## config.mk

```make
export PLATFORM = sky130hd
export DESIGN_NAME = grouped_min_median_or_reduction
export DESIGN_NICKNAME = d
export VERILOG_FILES = /design/src/sv/gmmr_pkg.sv /design/src/sv/gmmr_cell.sv /design/src/sv/gmmr_serial.sv /design/src/sv/grouped_min_median_or_reduction.sv
export SDC_FILE = /design/constraint.sdc
export NUM_CORES = 2
export LEC_CHECK = 0
export BUFFER_PORTS_ARGS = -buffer_cell sky130_fd_sc_hd__buf_2
export CAP_MARGIN = 20
export CORE_MARGIN = 2
export CORE_UTILIZATION = 40
export CTS_BUF_LIST = sky130_fd_sc_hd__clkbuf_16
export DETAILED_ROUTE_END_ITERATION = 8
export HOLD_SLACK_MARGIN = 0.12
export PLACE_DENSITY = 0.64
export SLEW_MARGIN = 10
export SYNTH_ARGS = -nofsm -noshare
export SYNTH_HDL_FRONTEND = slang
export SYNTH_SLANG_ARGS = --single-unit
```

## constraint.sdc

```tcl
create_clock -name clk -period 17.7 [get_ports clk]
set_input_delay 2.655 -clock clk [delete_from_list [all_inputs] [get_ports clk]]
set_output_delay 2.655 -clock clk [all_outputs]
set_load 0.01 [all_outputs]
```

## src/sv/gmmr_pkg.sv

```systemverilog
// Types, constants and helper functions of the grouped min/median/or reduction.
package gmmr_pkg;

    localparam int SCORE_W     = 32;
    localparam int GSUM_W      = 40;
    localparam int RSUM_W      = 48;
    localparam int FRAC_BITS   = 16;
    localparam int PROD_W      = FRAC_BITS + 1;
    localparam int ACC_W       = 96;
    localparam int ROOT_W      = ACC_W / 2;
    localparam int K_W         = 9;
    localparam int MODE_W      = 2;
    localparam int CFG_IDX_W   = 1;
    localparam int MAX_GENES_DEFAULT  = 16;
    localparam int MAX_GROUPS_DEFAULT = 64;

    localparam logic [PROD_W-1:0] ONE_FX = PROD_W'(1) << FRAC_BITS;

    localparam logic [CFG_IDX_W-1:0] CFG_AND_MODE = 1'd0;
    localparam logic [CFG_IDX_W-1:0] CFG_OR_MODE  = 1'd1;

    localparam logic [MODE_W-1:0] AND_MIN    = 2'd0;
    localparam logic [MODE_W-1:0] AND_MEDIAN = 2'd1;
    localparam logic [MODE_W-1:0] AND_MEAN   = 2'd2;

    localparam logic [MODE_W-1:0] OR_MAX  = 2'd0;
    localparam logic [MODE_W-1:0] OR_SQRT = 2'd1;
    localparam logic [MODE_W-1:0] OR_PROB = 2'd2;
    localparam logic [MODE_W-1:0] OR_SUM  = 2'd3;

    typedef enum logic {OP_MEAN = 1'b0, OP_SQRT = 1'b1} unit_op_t;

    typedef struct packed {
        logic                      has_gene;
        logic signed [SCORE_W-1:0] gene_score;
        logic                      score_valid;
        logic                      end_group;
        logic                      end_reaction;
    } item_t;

    typedef struct packed {
        logic signed [SCORE_W-1:0] capacity;
        logic                      capacity_na;
    } result_t;

    typedef struct packed {
        logic                      ins;
        logic                      shift;
        logic signed [SCORE_W-1:0] ins_val;
    } cell_ctrl_t;

    typedef struct packed {
        logic                     start;
        unit_op_t                 op;
        logic signed [RSUM_W-1:0] value;
        logic [K_W-1:0]           k;
    } unit_req_t;

    function automatic logic signed [SCORE_W-1:0] sat32(input logic signed [RSUM_W-1:0] v);
        logic signed [SCORE_W-1:0] r;
        if (v > RSUM_W'(33'sh0_7FFF_FFFF)) begin
            r = 32'sh7FFF_FFFF;
        end
        else if (v < -RSUM_W'(33'sh0_8000_0000)) begin
            r = 32'sh8000_0000;
        end
        else begin
            r = v[SCORE_W-1:0];
        end
        return r;
    endfunction

endpackage

```

## src/sv/gmmr_cell.sv

```systemverilog
// One cell of the sorted score chain: insertion from the left, shift toward cell zero.
module gmmr_cell (
    input  logic                               clk,
    input  gmmr_pkg::cell_ctrl_t               ctrl,
    input  logic                               occupied,
    input  logic                               at_count,
    input  logic                               left_gt,
    input  logic signed [gmmr_pkg::SCORE_W-1:0] left_val,
    input  logic signed [gmmr_pkg::SCORE_W-1:0] right_val,
    output logic signed [gmmr_pkg::SCORE_W-1:0] val,
    output logic                               gt
);
    import gmmr_pkg::*;

    logic signed [SCORE_W-1:0] val_reg;

    assign val = val_reg;
    assign gt  = occupied && (val_reg > ctrl.ins_val);

    always_ff @(posedge clk)
    begin
        if (ctrl.ins)
        begin
            if (left_gt)
            begin
                val_reg <= left_val;
            end
            else if (gt || at_count)
            begin
                val_reg <= ctrl.ins_val;
            end
        end
        else if (ctrl.shift)
        begin
            val_reg <= right_val;
        end
    end

endmodule

```

## src/sv/gmmr_serial.sv

```systemverilog
// Bit-serial unit for the group mean division and the sum over square root of count.
module gmmr_serial (
    input  logic                                clk,
    input  logic                                rst_n,
    input  gmmr_pkg::unit_req_t                 req,
    output logic                                done,
    output logic signed [gmmr_pkg::SCORE_W-1:0] res
);
    import gmmr_pkg::*;

    localparam int CNT_UW = $clog2(ACC_W + 1);
    localparam int SR_W   = ROOT_W + 2;

    typedef enum logic [4:0] {
        U_IDLE = 5'b00001,
        U_SQ   = 5'b00010,
        U_DV   = 5'b00100,
        U_RT   = 5'b01000,
        U_DONE = 5'b10000
    } ustate_t;

    ustate_t                  state_reg, state_next;
    logic [CNT_UW-1:0]        cnt_reg, cnt_next;
    unit_op_t                 op_reg, op_next;
    logic                     neg_reg, neg_next;
    logic [K_W-1:0]           k_reg, k_next;
    logic [RSUM_W-1:0]        mag_reg, mag_next;
    logic [RSUM_W-1:0]        msh_reg, msh_next;
    logic [ACC_W-1:0]         acc_reg, acc_next;
    logic [K_W-1:0]           rem_reg, rem_next;
    logic [SR_W-1:0]          srem_reg, srem_next;
    logic [ROOT_W-1:0]        root_reg, root_next;
    logic signed [SCORE_W-1:0] res_reg, res_next;

    logic [K_W:0]             dv_r;
    logic                     dv_ok;
    logic [SR_W+1:0]          rt_t;
    logic [SR_W+1:0]          rt_trial;
    logic                     rt_ok;
    logic [ACC_W-1:0]         quot;
    logic [ROOT_W-1:0]        root_fin;

    assign done = (state_reg == U_DONE);
    assign res  = res_reg;

    always_comb
    begin
        dv_r     = {rem_reg, acc_reg[ACC_W-1]};
        dv_ok    = dv_r >= {1'b0, k_reg};
        rt_t     = {srem_reg, acc_reg[ACC_W-1:ACC_W-2]};
        rt_trial = {2'b00, root_reg, 2'b01};
        rt_ok    = rt_t >= rt_trial;
        quot     = {acc_reg[ACC_W-2:0], dv_ok};
        root_fin = {root_reg[ROOT_W-2:0], rt_ok};

        state_next = state_reg;
        cnt_next   = cnt_reg;
        op_next    = op_reg;
        neg_next   = neg_reg;
        k_next     = k_reg;
        mag_next   = mag_reg;
        msh_next   = msh_reg;
        acc_next   = acc_reg;
        rem_next   = rem_reg;
        srem_next  = srem_reg;
        root_next  = root_reg;
        res_next   = res_reg;

        case (state_reg)
            U_IDLE:
            begin
                if (req.start)
                begin
                    op_next  = req.op;
                    neg_next = req.value[RSUM_W-1];
                    k_next   = req.k;
                    mag_next = req.value[RSUM_W-1] ? RSUM_W'(-req.value) : RSUM_W'(req.value);
                    msh_next = req.value[RSUM_W-1] ? RSUM_W'(-req.value) : RSUM_W'(req.value);
                    rem_next = '0;
                    if (req.op == OP_MEAN)
                    begin
                        acc_next   = ACC_W'(req.value[RSUM_W-1] ? RSUM_W'(-req.value)
                                                               : RSUM_W'(req.value));
                        cnt_next   = CNT_UW'(ACC_W);
                        state_next = U_DV;
                    end
                    else
                    begin
                        acc_next   = '0;
                        cnt_next   = CNT_UW'(RSUM_W);
                        state_next = U_SQ;
                    end
                end
            end
            U_SQ:
            begin
                acc_next = {acc_reg[ACC_W-2:0], 1'b0}
                           + (msh_reg[RSUM_W-1] ? ACC_W'(mag_reg) : '0);
                msh_next = {msh_reg[RSUM_W-2:0], 1'b0};
                cnt_next = cnt_reg - 1'b1;
                if (cnt_reg == CNT_UW'(1))
                begin
                    cnt_next   = CNT_UW'(ACC_W);
                    state_next = U_DV;
                end
            end
            U_DV:
            begin
                rem_next = dv_ok ? K_W'(dv_r - {1'b0, k_reg}) : K_W'(dv_r);
                acc_next = quot;
                cnt_next = cnt_reg - 1'b1;
                if (cnt_reg == CNT_UW'(1))
                begin
                    if (op_reg == OP_MEAN)
                    begin
                        res_next   = neg_reg ? -quot[SCORE_W-1:0] : quot[SCORE_W-1:0];
                        state_next = U_DONE;
                    end
                    else
                    begin
                        cnt_next   = CNT_UW'(ROOT_W);
                        srem_next  = '0;
                        root_next  = '0;
                        state_next = U_RT;
                    end
                end
            end
            U_RT:
            begin
                srem_next = rt_ok ? SR_W'(rt_t - rt_trial) : SR_W'(rt_t);
                root_next = root_fin;
                acc_next  = {acc_reg[ACC_W-3:0], 2'b00};
                cnt_next  = cnt_reg - 1'b1;
                if (cnt_reg == CNT_UW'(1))
                begin
                    if (root_fin[ROOT_W-1:SCORE_W-1] != '0)
                    begin
                        res_next = neg_reg ? 32'sh8000_0000 : 32'sh7FFF_FFFF;
                    end
                    else
                    begin
                        res_next = neg_reg ? -root_fin[SCORE_W-1:0] : root_fin[SCORE_W-1:0];
                    end
                    state_next = U_DONE;
                end
            end
            U_DONE:
            begin
                state_next = U_IDLE;
            end
            default:
            begin
                state_next = U_IDLE;
            end
        endcase
    end

    always_ff @(posedge clk or negedge rst_n)
    begin
        if (!rst_n)
        begin
            state_reg <= U_IDLE;
            cnt_reg   <= '0;
        end
        else
        begin
            state_reg <= state_next;
            cnt_reg   <= cnt_next;
        end
    end

    always_ff @(posedge clk)
    begin
        op_reg   <= op_next;
        neg_reg  <= neg_next;
        k_reg    <= k_next;
        mag_reg  <= mag_next;
        msh_reg  <= msh_next;
        acc_reg  <= acc_next;
        rem_reg  <= rem_next;
        srem_reg <= srem_next;
        root_reg <= root_next;
        res_reg  <= res_next;
    end

endmodule

```

## src/sv/grouped_min_median_or_reduction.sv

```systemverilog
// Top level of the grouped min/median/mean and max/sum/sum-over-root/probabilistic-or reduction.
// The item channel carries one gathered score per transaction with its validity flag and
// the end of group and end of reaction marks; the result channel carries one capacity per
// reaction, flagged not available when no group survived. Both use valid and stall.
// Mode registers are written through the plain write port; the user must write them
// only while the block is idle, which the block itself does not enforce. Items without
// an end mark stream back to back. An item that closes a group holds off the next item
// while the group is closed: minimum mode goes on to the combine and finish states, a
// dropped group goes straight to finish, median mode shifts the score chain toward
// cell zero before taking the median, and mean mode waits for the bit-serial divider.
// Closing a reaction passes through the finish and emit states; in sum over square root
// mode it also waits while the same serial unit squares, divides and takes the root one
// bit per cycle. The result sits in an output register; the next items are accepted
// while it waits; only a further end of reaction waits until the receiver takes it.
// Reset clears the counters, modes and reaction state; the score chain is not cleared.
module grouped_min_median_or_reduction #(
    parameter int MAX_GENES_PER_GROUP     = gmmr_pkg::MAX_GENES_DEFAULT,
    parameter int MAX_GROUPS_PER_REACTION = gmmr_pkg::MAX_GROUPS_DEFAULT
) (
    input  logic                              clk,
    input  logic                              rst_n,
    input  logic                              item_valid,
    output logic                              item_stall,
    input  gmmr_pkg::item_t                   item,
    output logic                              result_valid,
    input  logic                              result_stall,
    output gmmr_pkg::result_t                 result,
    input  logic                              cfg_we,
    input  logic [gmmr_pkg::CFG_IDX_W-1:0]    cfg_index,
    input  logic [gmmr_pkg::MODE_W-1:0]       cfg_data
);
    import gmmr_pkg::*;

    localparam int NG    = MAX_GENES_PER_GROUP;
    localparam int CNT_W = $clog2(NG + 1);
    localparam int SG_W  = $clog2(MAX_GROUPS_PER_REACTION + 1);

    typedef enum logic [8:0] {
        S_IDLE  = 9'b000000001,
        S_CLOSE = 9'b000000010,
        S_SHIFT = 9'b000000100,
        S_MED   = 9'b000001000,
        S_WAIT  = 9'b000010000,
        S_COMB  = 9'b000100000,
        S_FIN   = 9'b001000000,
        S_SQW   = 9'b010000000,
        S_EMIT  = 9'b100000000
    } state_t;

    state_t                    state_reg, state_next;
    logic [MODE_W-1:0]         and_mode_reg, or_mode_reg;
    logic [CNT_W-1:0]          count_reg, count_next;
    logic [CNT_W-1:0]          shcnt_reg, shcnt_next;
    logic signed [GSUM_W-1:0]  gsum_reg, gsum_next;
    logic                      ginv_reg, ginv_next;
    logic                      endr_reg, endr_next;
    logic signed [SCORE_W-1:0] val_reg, val_next;
    logic signed [SCORE_W-1:0] rmax_reg, rmax_next;
    logic signed [RSUM_W-1:0]  rsum_reg, rsum_next;
    logic [PROD_W-1:0]         prod_reg, prod_next;
    logic [SG_W-1:0]           surv_reg, surv_next;
    logic signed [SCORE_W-1:0] cap_reg, cap_next;
    logic                      na_reg, na_next;
    logic                      res_valid_reg, res_valid_next;
    result_t                   res_reg, res_next;

    cell_ctrl_t                ctrl;
    unit_req_t                 ureq;
    logic                      udone;
    logic signed [SCORE_W-1:0] ures;
    logic signed [SCORE_W-1:0] cell_val [NG];
    logic                      cell_gt  [NG];

    logic                      accept;
    logic                      do_ins;
    logic                      out_free;
    logic signed [SCORE_W:0]   med_sum;
    logic signed [SCORE_W:0]   med_half;
    logic signed [RSUM_W:0]    rsum_add;
    logic [PROD_W-1:0]         clamp_b;
    logic [2*PROD_W-1:0]       prod_mul;
    logic [CNT_W-1:0]          half_cnt;

    assign item_stall   = (state_reg != S_IDLE);
    assign accept       = item_valid && !item_stall;
    assign do_ins       = accept && item.has_gene && item.score_valid
                          && (count_reg < CNT_W'(NG));
    assign out_free     = !res_valid_reg || !result_stall;
    assign result_valid = res_valid_reg;
    assign result       = res_reg;

    assign ctrl.ins     = do_ins;
    assign ctrl.shift   = (state_reg == S_SHIFT);
    assign ctrl.ins_val = item.gene_score;

    for (genvar i = 0; i < NG; i++)
    begin : g_cell
        gmmr_cell u_cell (
            .clk       (clk),
            .ctrl      (ctrl),
            .occupied  (CNT_W'(i) < count_reg),
            .at_count  (CNT_W'(i) == count_reg),
            .left_gt   ((i == 0) ? 1'b0 : cell_gt[(i == 0) ? 0 : i - 1]),
            .left_val  (cell_val[(i == 0) ? 0 : i - 1]),
            .right_val (cell_val[(i == NG - 1) ? i : i + 1]),
            .val       (cell_val[i]),
            .gt        (cell_gt[i])
        );
    end

    gmmr_serial u_serial (
        .clk   (clk),
        .rst_n (rst_n),
        .req   (ureq),
        .done  (udone),
        .res   (ures)
    );

    always_comb
    begin
        half_cnt = count_reg >> 1;
        med_sum  = {cell_val[0][SCORE_W-1], cell_val[0]}
                   + {cell_val[1 % NG][SCORE_W-1], cell_val[1 % NG]};
        med_half = (med_sum + (SCORE_W + 1)'(med_sum[SCORE_W])) >>> 1;
        rsum_add = {rsum_reg[RSUM_W-1], rsum_reg}
                   + (RSUM_W + 1)'(signed'(val_reg));
        if (val_reg[SCORE_W-1])
        begin
            clamp_b = '0;
        end
        else if (val_reg > signed'(SCORE_W'(ONE_FX)))
        begin
            clamp_b = ONE_FX;
        end
        else
        begin
            clamp_b = PROD_W'(val_reg);
        end
        prod_mul = prod_reg * (ONE_FX - clamp_b);

        ureq.start = 1'b0;
        ureq.op    = OP_MEAN;
        ureq.value = RSUM_W'(gsum_reg);
        ureq.k     = K_W'(count_reg);

        state_next     = state_reg;
        count_next     = count_reg;
        shcnt_next     = shcnt_reg;
        gsum_next      = gsum_reg;
        ginv_next      = ginv_reg;
        endr_next      = endr_reg;
        val_next       = val_reg;
        rmax_next      = rmax_reg;
        rsum_next      = rsum_reg;
        prod_next      = prod_reg;
        surv_next      = surv_reg;
        cap_next       = cap_reg;
        na_next        = na_reg;
        res_valid_next = res_valid_reg && result_stall;
        res_next       = res_reg;

        case (state_reg)
            S_IDLE:
            begin
                if (accept)
                begin
                    if (do_ins)
                    begin
                        count_next = count_reg + 1'b1;
                        gsum_next  = gsum_reg + GSUM_W'(item.gene_score);
                    end
                    else if (item.has_gene)
                    begin
                        ginv_next = 1'b1;
                    end
                    endr_next = item.end_reaction;
                    if (item.end_group || item.end_reaction)
                    begin
                        state_next = S_CLOSE;
                    end
                end
            end
            S_CLOSE:
            begin
                if (count_reg == '0 || ginv_reg)
                begin
                    count_next = '0;
                    gsum_next  = '0;
                    ginv_next  = 1'b0;
                    state_next = S_FIN;
                end
                else if (and_mode_reg == AND_MIN)
                begin
                    val_next   = cell_val[0];
                    state_next = S_COMB;
                end
                else if (and_mode_reg == AND_MEAN)
                begin
                    ureq.start = 1'b1;
                    state_next = S_WAIT;
                end
                else
                begin
                    shcnt_next = count_reg[0] ? half_cnt : half_cnt - 1'b1;
                    if ((count_reg[0] ? half_cnt : half_cnt - 1'b1) == '0)
                    begin
                        state_next = S_MED;
                    end
                    else
                    begin
                        state_next = S_SHIFT;
                    end
                end
            end
            S_SHIFT:
            begin
                shcnt_next = shcnt_reg - 1'b1;
                if (shcnt_reg == CNT_W'(1))
                begin
                    state_next = S_MED;
                end
            end
            S_MED:
            begin
                val_next   = count_reg[0] ? cell_val[0] : med_half[SCORE_W-1:0];
                state_next = S_COMB;
            end
            S_WAIT:
            begin
                if (udone)
                begin
                    val_next   = ures;
                    state_next = S_COMB;
                end
            end
            S_COMB:
            begin
                if (surv_reg < SG_W'(MAX_GROUPS_PER_REACTION))
                begin
                    if (surv_reg == '0 || val_reg > rmax_reg)
                    begin
                        rmax_next = val_reg;
                    end
                    if (rsum_add[RSUM_W] != rsum_add[RSUM_W-1])
                    begin
                        rsum_next = rsum_add[RSUM_W] ? {1'b1, {(RSUM_W-1){1'b0}}}
                                                     : {1'b0, {(RSUM_W-1){1'b1}}};
                    end
                    else
                    begin
                        rsum_next = rsum_add[RSUM_W-1:0];
                    end
                    prod_next = prod_mul[FRAC_BITS +: PROD_W];
                    surv_next = surv_reg + 1'b1;
                end
                count_next = '0;
                gsum_next  = '0;
                ginv_next  = 1'b0;
                state_next = S_FIN;
            end
            S_FIN:
            begin
                if (!endr_reg)
                begin
                    state_next = S_IDLE;
                end
                else
                begin
                    na_next    = (surv_reg == '0);
                    state_next = S_EMIT;
                    if (surv_reg == '0)
                    begin
                        cap_next = '0;
                    end
                    else
                    begin
                        case (or_mode_reg)
                            OR_MAX:  cap_next = rmax_reg;
                            OR_PROB: cap_next = SCORE_W'(ONE_FX - prod_reg);
                            OR_SUM:  cap_next = sat32(rsum_reg);
                            OR_SQRT:
                            begin
                                ureq.start = 1'b1;
                                ureq.op    = OP_SQRT;
                                ureq.value = rsum_reg;
                                ureq.k     = K_W'(surv_reg);
                                state_next = S_SQW;
                            end
                            default: cap_next = rmax_reg;
                        endcase
                    end
                end
            end
            S_SQW:
            begin
                if (udone)
                begin
                    cap_next   = ures;
                    state_next = S_EMIT;
                end
            end
            S_EMIT:
            begin
                if (out_free)
                begin
                    res_valid_next       = 1'b1;
                    res_next.capacity    = cap_reg;
                    res_next.capacity_na = na_reg;
                    rmax_next            = '0;
                    rsum_next            = '0;
                    prod_next            = ONE_FX;
                    surv_next            = '0;
                    state_next           = S_IDLE;
                end
            end
            default:
            begin
                state_next = S_IDLE;
            end
        endcase
    end

    always_ff @(posedge clk or negedge rst_n)
    begin
        if (!rst_n)
        begin
            state_reg     <= S_IDLE;
            and_mode_reg  <= AND_MIN;
            or_mode_reg   <= OR_MAX;
            count_reg     <= '0;
            shcnt_reg     <= '0;
            gsum_reg      <= '0;
            ginv_reg      <= 1'b0;
            endr_reg      <= 1'b0;
            rmax_reg      <= '0;
            rsum_reg      <= '0;
            prod_reg      <= ONE_FX;
            surv_reg      <= '0;
            res_valid_reg <= 1'b0;
        end
        else
        begin
            state_reg     <= state_next;
            count_reg     <= count_next;
            shcnt_reg     <= shcnt_next;
            gsum_reg      <= gsum_next;
            ginv_reg      <= ginv_next;
            endr_reg      <= endr_next;
            rmax_reg      <= rmax_next;
            rsum_reg      <= rsum_next;
            prod_reg      <= prod_next;
            surv_reg      <= surv_next;
            res_valid_reg <= res_valid_next;
            if (cfg_we)
            begin
                case (cfg_index)
                    CFG_AND_MODE: and_mode_reg <= cfg_data;
                    CFG_OR_MODE:  or_mode_reg  <= cfg_data;
                    default:      and_mode_reg <= and_mode_reg;
                endcase
            end
        end
    end

    always_ff @(posedge clk)
    begin
        val_reg <= val_next;
        cap_reg <= cap_next;
        na_reg  <= na_next;
        res_reg <= res_next;
    end

endmodule

```

==> flow_metrics.tcl <==
set metrics [dict create \
    status "completed" \
    hold_class "reg -> reg" \
    ys_ff_latch 1132 \
    cts_buffers 138 \
    worst_setup_path_end_kind "flip-flop" \
    seq_area_frac_synth 0.359 \
    clock_path_buffers 3 \
    ctsHoldBuffers 0 \
    io_pins 79 \
    leakage_nw 43.3 \
    maxSlewViolCount 0 \
    ys_warn_count 0 \
    drt_iter0_drc 7175 \
    peakVddDrop_mv 0.0779 \
    path_class "reg -> reg" \
    fin_crit_ns 11.66 \
    postRouteAntennaNets 0 \
    num_vias 76000 \
    fin_skew_ns 0.0355 \
    die_area_mm2 0.234 \
    finalSetupViolCount 0 \
    tns_ns 0 \
    clkTransAtPathRegs_ns 0.06 \
    initial_core_util 0.401 \
    nets 10900 \
    syn2layout_area_growth_pct 9.87 \
    max_cap_violations 0 \
    routed_wl_mm 284 \
    worstSetupStartpointType "flip-flop" \
    relSlewSlack 0.235 \
    rsz0062_at_grt "no" \
    worstPathRequired_ns 18.40 \
    overflow 0 \
    root_buffer "clkbuf_16" \
    cts_resized 0 \
    cts.sinks 1132 \
    syn_area_mm2 0.0921 \
    grt.total_usage 0.236 \
    power_density_mw_per_mm2 101 \
    fp.dieH_um 484 \
    grt_pass1_vias 74900 \
    period_share 0.659 \
    ys_types 112 \
    largest_reg_flops 512 \
    syn_area_per_cell_um2 9.44 \
    synth_top_flop_cell "edfxtp_1" \
    drive_gt1_frac 0.0670 \
    worst_slack_ns 6.04 \
    critPathArrivalTime_ns 12.36 \
    worstSkewPairLatency_ns 0.81 \
    fin_util 0.441 \
    place_ws_ns 6.24 \
    async_reset_ff_frac 0.161 \
    grt_max_degree 282 \
    netlist_instances 9753 \
    grt_pass1_wl_mm 441 \
    critPathMaxFanout 17 \
    cp_slowest_cell "nor2_1" \
    rows 176 \
    synth-edff-count 950 \
    antenna_found_initial 4 \
    final-hold-violation-count 0 \
    fmax_mhz 85.8 \
    gp_congestion 0.944 \
    htree_levels 4 \
    via_per_inst 5.94 \
    port_buffers 78 \
    cts_setup_buffers 0 \
    max_slew.worst_pin.slew_ns 1.15 \
    core-area_mm2 0.229 \
    place_hpwl_mm 213 \
    dieWidth_um 484 \
    slowest_delay_ns 0.86 \
    wl_per_cell_um 22.2 \
    firstDrtPassIters 8 \
    cts_tree "yes" \
    drcViolationCount 0 \
]
-- through the flow --
step | instance area, um^2 | std cells | total power [mW] | hold slack [ns]
after floorplan | 92100 | 9767 | 6.13 | 0.400
after detailed placement | 96400 | 12500 | 7.23 | 0.407
after CTS | 101000 | 12800 | 10.2 | 0.410
after global routing | 101000 | 12800 | 10.8 | 0.428
after global placement | 96200 | 12500 | 7.13 | 0.402
final | 101000 | 12800 | 10.2 | 0.412
-- cells in the mapped netlist, drive strengths merged (69+ instances only) --
| cell | count | area share |
|---|---|---|
| a21o | 325 | 0.026 |
| o21a | 75 | 0.0061 |
| nand4 | 224 | 0.015 |
| a21oi | 501 | 0.027 |
| edfxtp | 950 | 0.31 |
| inv | 560 | 0.023 |
| o31ai | 78 | 0.0064 |
| ha | 895 | 0.12 |
| xnor2 | 190 | 0.018 |
| nor2 | 434 | 0.018 |
| clkbuf | 435 | 0.018 |
| fa | 244 | 0.053 |
| nor2b | 75 | 0.0051 |
| o21ai | 965 | 0.053 |
| mux2i | 476 | 0.052 |
| nand2b | 74 | 0.0050 |
| a31oi | 115 | 0.0079 |
| xor2 | 151 | 0.014 |
| dfrtp | 179 | 0.049 |
| nand2 | 1267 | 0.052 |
| nor3 | 176 | 0.0096 |
| and3 | 69 | 0.0047 |
| buf | 75 | 0.0040 |
| and2 | 192 | 0.013 |
| nand3 | 120 | 0.0065 |
-- cell usage in the layout (no fill, tap or decap), types with 176 or more instances in the layout --
cell,n
nor2_1,428
nand2_1,1267
inv_1,584
buf_4,176
and2_1,190
fa_1,244
a21oi_1,496
a21o_1,325
edfxtp_1,950
dfrtp_1,179
mux2i_1,473
o21ai_0,910
ha_1,895
nand4_1,222
xnor2_1,190
-- path summary, 6_finish.rpt --
kind | slack [ns] | endpoint | from | cells past startpoint
max | 6.04 | prod_reg[16] | val_reg[4] | 32
min | 0.41 | result[27] | cap_reg[26] | 0
max reg2reg | 6.04 | prod_reg[16] | val_reg[4] | 32
min reg2reg | 0.41 | result[27] | cap_reg[26] | 0
max in group asynchronous | 13.58 | prod_reg[6] | rst_n | 3
min in group asynchronous | 1.84 | u_serial.cnt_reg[2] | rst_n | 1
-- routing by layer --
layer	vias up	routed length [um]	part of all wire	GRT usage
met1	37000	123000	0.43	0.319
li1	35700	-	-	-
met5	-	19	0.000067	0
met3	522	19400	0.068	0.0342
met4	2	13200	0.047	0.102
met2	2826	128000	0.45	0.378
-- final cells by class --
cell class / instances / area, um^2
Inverter: 561 / 2110
Timing Repair Buffer: 270 / 2070
Sequential cell: 1132 / 33100
Tap cell: 3026 / 3790
Antenna cell: 2 / 5.00
Multi-Input combinational cell: 7564 / 55500
Clock buffer: 143 / 3580
Fill cell: 21800 / 128000
Clock inverter: 109 / 1030
-- logic make-up (layout without fill, tap and decap cells) --
group                      after synthesis  in the layout  share of synthesized area
AOI/OAI and AO/OA                     2651           2651                      0.182
adders and majority gates             1140           1140                      0.175
and+or+nand+nor                       2895           2895                      0.150
buffers and inverters                 1071           1083                     0.0446
DFF                                   1132           1132                      0.359
other                                    2             18                  0.0000815
muxes                                  521            521                     0.0574
xor gates and xnor gates               341            341                     0.0324
-- critical path: cells and delay by family, from the launching register on --
family          cells  cell delay [ns]
xor+xnor            1             0.19
fa+ha+maj           8             3.56
simple gates        7             3.23
compound gates     10             3.46
flops               1             0.55
mux                 1             0.23
buf+inv             5             0.31
-- power by group --
| part | switching (mW) | leakage, nW | total, mW | internal, mW |
|---|---|---|---|---|
| clock network | 1.23 | 2.37 | 2.96 | 1.73 |
| registers | 0.456 | 11.1 | 3.85 | 3.39 |
| logic | 2.12 | 29.8 | 3.41 | 1.29 |
| total | 3.81 | 43.3 | 10.2 | 6.41 |
Note: power is estimated with default switching activity, not from simulation.
